===== src/rtl/core/cgaipf_pkg.sv =====
`default_nettype none

package cgaipf_pkg;

    // Screen geometry and store layout.
    localparam int SCREEN_WIDTH  = 320;
    localparam int SCREEN_HEIGHT = 200;
    localparam int ODD_ROW_BASE  = 8192;
    localparam int STORE_DEPTH   = 16384;
    localparam int ADDR_W        = $clog2(STORE_DEPTH);

    // Item field widths.
    localparam int OP_W     = 2;
    localparam int XIN_W    = 9;
    localparam int YIN_W    = 8;
    localparam int COLOR_W  = 2;
    localparam int DATA_W   = 8;

    // Walk coordinate widths: wide enough for the start edge plus the extent.
    localparam int CUR_X_W     = 10;
    localparam int CUR_XE_W    = CUR_X_W + 1;
    localparam int CUR_Y_W     = 9;
    localparam int LIN_W       = 17;
    localparam int ADDR_CALC_W = 17;

    localparam logic [CUR_X_W-1:0] SCREEN_W_X = CUR_X_W'(SCREEN_WIDTH);
    localparam logic [CUR_Y_W-1:0] SCREEN_H_Y = CUR_Y_W'(SCREEN_HEIGHT);

    localparam logic [DATA_W-1:0] PIXEL_MASK   = 8'h03;
    localparam logic [DATA_W-1:0] PACK_PATTERN = 8'h55;

    // Operation codes of an input item.
    localparam logic [OP_W-1:0] OP_PLOT = 2'd0;
    localparam logic [OP_W-1:0] OP_FILL = 2'd1;
    localparam logic [OP_W-1:0] OP_READ = 2'd2;

    // Commands from the controller to the datapath.
    typedef enum logic [3:0] {
        CMD_NONE,
        CMD_CLEAR,
        CMD_LOAD,
        CMD_READ_PIX,
        CMD_WRITE_PIX,
        CMD_WRITE_BYTE,
        CMD_SKIP_PIX,
        CMD_NEXT_ROW,
        CMD_READ_BYTE,
        CMD_LOAD_OUT
    } cmd_t;

    // Status from the datapath to the controller.
    typedef struct packed {
        logic clear_last;
        logic rect_done;
        logic row_done;
        logic addr_ok;
        logic byte_ok;
    } dp_status_t;

endpackage

`default_nettype wire


===== src/rtl/core/cgaipf_ctrl.sv =====
`default_nettype none

module cgaipf_ctrl
    import cgaipf_pkg::*;
(
    input  logic             clk,
    input  logic             rst_n,
    input  logic             in_valid,
    input  logic [OP_W-1:0]  in_op,
    output logic             in_ready,
    output logic             out_valid,
    input  logic             out_ready,
    input  dp_status_t       status,
    output cmd_t             cmd
);

    typedef enum logic [2:0] {
        ST_CLEAR,
        ST_IDLE,
        ST_WALK,
        ST_MERGE,
        ST_READ,
        ST_RESULT
    } state_t;

    state_t state_reg, state_next;
    logic   in_ready_reg, in_ready_next;
    logic   out_valid_reg, out_valid_next;

    always_comb
    begin
        state_next     = state_reg;
        cmd            = CMD_NONE;
        in_ready_next  = 1'b0;
        out_valid_next = out_valid_reg && !out_ready;
        unique case (state_reg)
            ST_CLEAR:
            begin
                cmd = CMD_CLEAR;
                if (status.clear_last)
                begin
                    state_next    = ST_IDLE;
                    in_ready_next = 1'b1;
                end
            end
            ST_IDLE:
            begin
                in_ready_next = 1'b1;
                if (in_valid && in_ready_reg)
                begin
                    cmd           = CMD_LOAD;
                    in_ready_next = 1'b0;
                    unique case (in_op) inside
                        OP_PLOT, OP_FILL: state_next = ST_WALK;
                        OP_READ:          state_next = ST_READ;
                        default:          state_next = ST_RESULT;
                    endcase
                end
            end
            ST_WALK:
            begin
                if (status.rect_done)
                begin
                    state_next = ST_RESULT;
                end
                else if (status.row_done)
                begin
                    cmd = CMD_NEXT_ROW;
                end
                else if (!status.addr_ok)
                begin
                    cmd = CMD_SKIP_PIX;
                end
                else if (status.byte_ok)
                begin
                    cmd = CMD_WRITE_BYTE;
                end
                else
                begin
                    cmd        = CMD_READ_PIX;
                    state_next = ST_MERGE;
                end
            end
            ST_MERGE:
            begin
                cmd        = CMD_WRITE_PIX;
                state_next = ST_WALK;
            end
            ST_READ:
            begin
                cmd        = CMD_READ_BYTE;
                state_next = ST_RESULT;
            end
            ST_RESULT:
            begin
                if (!out_valid_reg || out_ready)
                begin
                    cmd            = CMD_LOAD_OUT;
                    out_valid_next = 1'b1;
                    in_ready_next  = 1'b1;
                    state_next     = ST_IDLE;
                end
            end
            default:
            begin
                state_next = ST_CLEAR;
            end
        endcase
    end

    always_ff @(posedge clk or negedge rst_n)
    begin
        if (!rst_n)
        begin
            state_reg     <= ST_CLEAR;
            in_ready_reg  <= 1'b0;
            out_valid_reg <= 1'b0;
        end
        else
        begin
            state_reg     <= state_next;
            in_ready_reg  <= in_ready_next;
            out_valid_reg <= out_valid_next;
        end
    end

    assign in_ready  = in_ready_reg;
    assign out_valid = out_valid_reg;

endmodule

`default_nettype wire


===== config.mk =====
export PLATFORM = sky130hd
export DESIGN_NAME = cgaipf_ctrl
export DESIGN_NICKNAME = d
export VERILOG_FILES = /design/src/rtl/core/cgaipf_pkg.sv /design/src/rtl/core/cgaipf_ctrl.sv
export SDC_FILE = /design/constraint.sdc
export NUM_CORES = 1
export LEC_CHECK = 0
export ABC_AREA = 1
export BUFFER_PORTS_ARGS = -buffer_cell sky130_fd_sc_hd__buf_2
export CAP_MARGIN = 40
export CORE_MARGIN = 5
export CORE_UTILIZATION = 30
export CTS_BUF_LIST = sky130_fd_sc_hd__clkbuf_16
export DETAILED_ROUTE_END_ITERATION = 8
export GPL_TIMING_DRIVEN = 1
export HOLD_SLACK_MARGIN = 0.02
export PLACE_DENSITY = 0.56
export SYNTH_ARGS = -nofsm -noshare
export SYNTH_HDL_FRONTEND = slang
export SYNTH_SLANG_ARGS = --single-unit

===== constraint.sdc =====
create_clock -name clk -period 1.6 [get_ports clk]
set_clock_uncertainty 0.15 [all_clocks]
set_input_delay 0.16 -clock clk [delete_from_list [all_inputs] [get_ports clk]]
set_output_delay 0.16 -clock clk [all_outputs]
set_load 0.02 [all_outputs]

# Word-level counts from Yosys, hierarchy flattened
# Cells that the tools add are included.
# W data, S select, Z words.
# classes
eq_ne,13
mux,22
reduce_logical,9
# op_table
operator,count
$mux W3,11
$pmux W4 S6,1
$pmux W3 S6,1
$ne A3 B3 Y1 const B,3
$eq A3 B2 Y1 const B,2
$eq A3 B3 Y1 const B,2
$ne A2 B2 Y1 const B,3
$pmux W3 S2,1
$reduce_and A6 Y1,1
$mux W1,5
$mux W4,1
$eq A3 B1 Y1 const B,1
$logic_not A3 Y1,1
$pmux W1 S3,1
$eq A2 B1 Y1 const B,1
$eq A2 B2 Y1 const B,1
$logic_and A1 B1 Y1,2
$logic_not A1 Y1,2
$logic_not A2 Y1,1
$mux W2,1
$reduce_or A2 Y1,1
$logic_or A1 B1 Y1,1
# totals
reg_bits,5
out_inout_bits,6

# Longest topological paths before layout
# logic_depth
ltp_word,5
depth_mapped,7

# Worst setup path before layout
# Ideal clock, no wire load.
# synth_timing
path_kind,flip-flop to output port
from,register state_reg[0]
to,output cmd[0]
t_arrival_ps,1093
required_ps,1290
setup_slack_ps,197
path_stages_with_launch,4
n_path_buf,0
cell_sequence,dfrtp_1 nor2_1 nand3_2 o211ai_1
# synth_via
elab_chain_cells,2
word_cells_on_any_way,7
cone_classes,eq/ne (5); mux (1); reduce/logical (1)
# synth_rtl
element,line,source
from (decl),cgaipf_ctrl.sv:26,"state_t state_reg, state_next;"
from (signal assigned),cgaipf_ctrl.sv:121,state_reg <= state_next;
"$eq A3 B3 Y1, or another cell as far along",cgaipf_ctrl.sv:36,unique case (state_reg)
$pmux W4 S6 (*),cgaipf_ctrl.sv:36,
to (decl),cgaipf_ctrl.sv:14,output cmd_t cmd
# Mark *: on every way between the ends. The rest lies on a longest branch, timed or not.

# Worst setup path in the final report
# layout_timing
from,register state_reg[0]
to,output cmd[2]
# The elaborated chain is that of the path after synthesis.

==> results.env <==
RUN_STATUS='complete, no violations'
GRT_PASS1_WL_MM=1.79
WHS_ENDPOINT='in_ready'
SYNTHTOLAYOUTAREAGROWTH_PCT=64.0
CELLPOWERDENSITY_nW_PER_UM2=2050
DRT_ITER0_MARKERS=5
HOLDWS_NS=0.124
ROOT_BUFFER='sky130_fd_sc_hd__clkbuf_16'
CTS-BUFFERS-INSERTED=3
DIE_HEIGHT_UM=46.0
FINAL.FILL_COUNT=132
ANTENNADIODECOUNT=0
TIMING.REG2REG.SETUP_SLACK_NS=0.21
NETS=97
FINAL_PERIOD_MINUS_WORST_SETUP_SLACK_NS=1.57
FIRSTDRTPASSITERS=4
DP.FINAL_HPWL_UM=831
DESIGN.PORTCOUNT=17
SYNTH_AREA_PER_CELL_UM2=6.38
DRT-TOTAL-WL_MM=1.12
ROW_COUNT=13
NET_COUNT_SYNTH=72
SEQCELLAREA_UM2=129
CRIT_SLOWEST_CELL='sky130_fd_sc_hd__dfrtp_2'
MULTI_INPUT_AREA_UM2=246
SYNTH_COMMONEST_CELLS='16 x sky130_fd_sc_hd__nand2_1, 9 x sky130_fd_sc_hd__inv_1, 8 x sky130_fd_sc_hd__nor2_1'
LKG_PWR_nW=0.351
R2R-END='state_reg[2]'
CRIT_PATH_MAX_INCR_DELAY_NS=0.44
MAXSLEWVIOLCOUNT=0
END_KIND='output port'
WORST_REG2REG_PATH_STARTPOINT='state_reg[2]'
SYNTH_FLOP_CELL='sky130_fd_sc_hd__dfrtp_1'
CP.ARRIVAL_NS=1.26
IR_DROP_mV=1.10
CRITICAL_PATH.STARTPOINT_TYPE='register'
GLOBAL_ROUTE.USAGE.TOTAL=0.122
LIBRARY_CELL_WITH_THE_HIGHEST_INSTANCE_COUNT_AFTER_SYNTHESIS='sky130_fd_sc_hd__nand2_1'
HTREEDEPTH=1
CP.REQUIRED_NS=1.29
AREA_OF_THE_DIE_UM2=2120
REG2REGPATHDEPTH=6
SYNTHDISTINCTLIBCELLS=13
TIMING.CRITICAL_PATH.FANOUT_MAX=4
LARGEST_REGISTER_FFS=3
FLOORPLAN.INITIALDENSITY=0.307
CRITPATHKIND='register to output port'
DETAIL-ROUTE-ANTENNA-NETS=0
CORE_REGION_AREA_UM2=1270
ROUTABILITYCONGESTION=0.918
GRT.OVERFLOW.TOTAL=0
DRIVE_GT1_FRAC=0.447
SLEW_AT_THE_PIN_WITH_THE_WORST_MAX_SLEW_SLACK_NS=0.192
SYNTH_TOP_AREA_SHARE=0.322
CLOCK.FMAX_MHz=635
IO_BUFFERS=16
FINAL_SETUP_FAILS=0
ASYNCSETRESETFLOPFRACSYNTH=1.00
ROUTE.DETAILED.VIAS_PER_INST=4.72
MAXIMUM_NUMBER_OF_PINS_ON_ONE_NET_BEFORE_GLOBAL_ROUTE_REPAIR=6
POSTSYNTHCELLCOUNT=61
SLEW_HEADROOM=0.871
HP-START='status[4]'
CTSLONGESTPATHBUFFERS=2
RSZ0062_AT_GRT='true'
MIN-DELAY-PATH-CLASS='input pin to register'
CRIT_PATH_CELL_TRACE='nor2_4, nand3_4, nor2_2, inv_1, nand2_1, buf_4'
FINAL_HOLD_VIOL_COUNT=0
DETAILROUTE.VIA_COUNT=472
P_TOTAL_mW=1.31
CAP_VIOLATIONS=0
CLOCK_LATENCY_NS=0.23
SYNTH_AREA_UM2=389
WORSTHOLDPATHCELLS=3
CLOCK_SINK_COUNT=5
WIRE_PER_INST_UM=11.2
SYNTH.LARGEST_AREA_CELL='sky130_fd_sc_hd__dfrtp_1'
TRITONCTS='done'
DRT_DRC_VIOLATIONS_LEFT=0
YOSYS_WARNINGS=0
YS_FF_LATCH=5
CTS.REPORTEDPATHS.CLKPINSLEW_NS=0.03
DIE_X_UM=46.0
FIN_CRIT_SH=0.984
FIRST_GLOBAL_VIAS=445
SYNTH_SEQUENTIAL_AREA_RATIO=0.322
SYNTH_ENABLE_FLOP_CELLS=0
YOSYS-TOP-CELLS-AREA='sky130_fd_sc_hd__dfrtp_1 32%, sky130_fd_sc_hd__nand2_1 15%, sky130_fd_sc_hd__inv_1 8.7%, sky130_fd_sc_hd__nand3_1 7.7%, sky130_fd_sc_hd__nand3_2 7.7%'
GRT_ANTENNA_BEFORE_REPAIR=0
==> worst max-delay path by stage <==
stage	startpoint	to	cells past startpoint
3_5_place_dp	state_reg[0]	cmd[2]	6
5_1_grt	state_reg[0]	cmd[2]	6
3_3_place_gp	state_reg[0]	cmd[2]	6
6_report	state_reg[0]	cmd[2]	6
4_1_cts	state_reg[0]	cmd[2]	6
2_1_floorplan	state_reg[0]	cmd[0]	3
==> routing by layer <==
| metal | up-vias | routed length, µm | global-route usage |
|---|---|---|---|
| li1 | 240 | - | - |
| met1 | 219 | 471 | 0.140 |
| met2 | 11 | 559 | 0.195 |
| met3 | 2 | 73 | 0.0316 |
| met4 | 0 | 17 | 0.0852 |
| met5 | - | 0 | 0 |
==> placed cells by master, fill, tap and decap left out, drive strengths merged <==
master,instances
o21ai,4
nor2,12
nand4,1
inv,11
dfrtp,5
clkbuf,3
o22ai,1
buf,19
nand3,9
clkinv,1
nand2,16
o211ai,2
dlygate4sd3,1
==> layout make-up <==
type,instances,area share
clock buffers,3,0.118
clock inverters,1,0.00784
repair buffers,20,0.188
well taps,15,0.0294
inverters,11,0.0686
multi-input cells,45,0.386
flip-flops and latches,5,0.202
==> logic make-up (layout without fill, tap and decap cells) <==
family,Yosys count,in the layout,share of synthesized area
compound gates,7,7,0.106
flops,5,5,0.322
simple gates,38,38,0.466
buf+inv,11,35,0.106
==> critical path: cells and delay by family, from the launching register on <==
kind	cells	cell delay (ns)
buffers and inverters	2	0.19
and+or+nand+nor	4	0.41
DFF	1	0.44
==> timing repair <==
item,CTS,global route
hold buffers,1,0
resized for setup,4,8
cloned,0,0
setup buffers,3,0
pin swaps,1,1
endpoints found under the setup margin,3,3
endpoints found under the hold margin,5,0
==> stage by stage <==
stage                     cell area, µm²   util  TNS (ns)  cells  worst slack (ns)
after floorplan                      389      -         0     61             0.197
after global placement               488  0.385         0     92             0.186
after detailed placement             488  0.385         0     92             0.131
after CTS                            611  0.481         0    100           0.00308
after global routing                 638  0.503   -0.0468    100           -0.0286
final                                638  0.503         0    100            0.0258
==> power by group <==
part	internal (mW)	leakage, nW	switching (mW)
Combinational	0.255	0.250	0.389
Clock	0.326	0.0409	0.0794
Sequential	0.187	0.0596	0.0722
Total	0.768	0.351	0.541
Power figures use the tool's default switching activity.
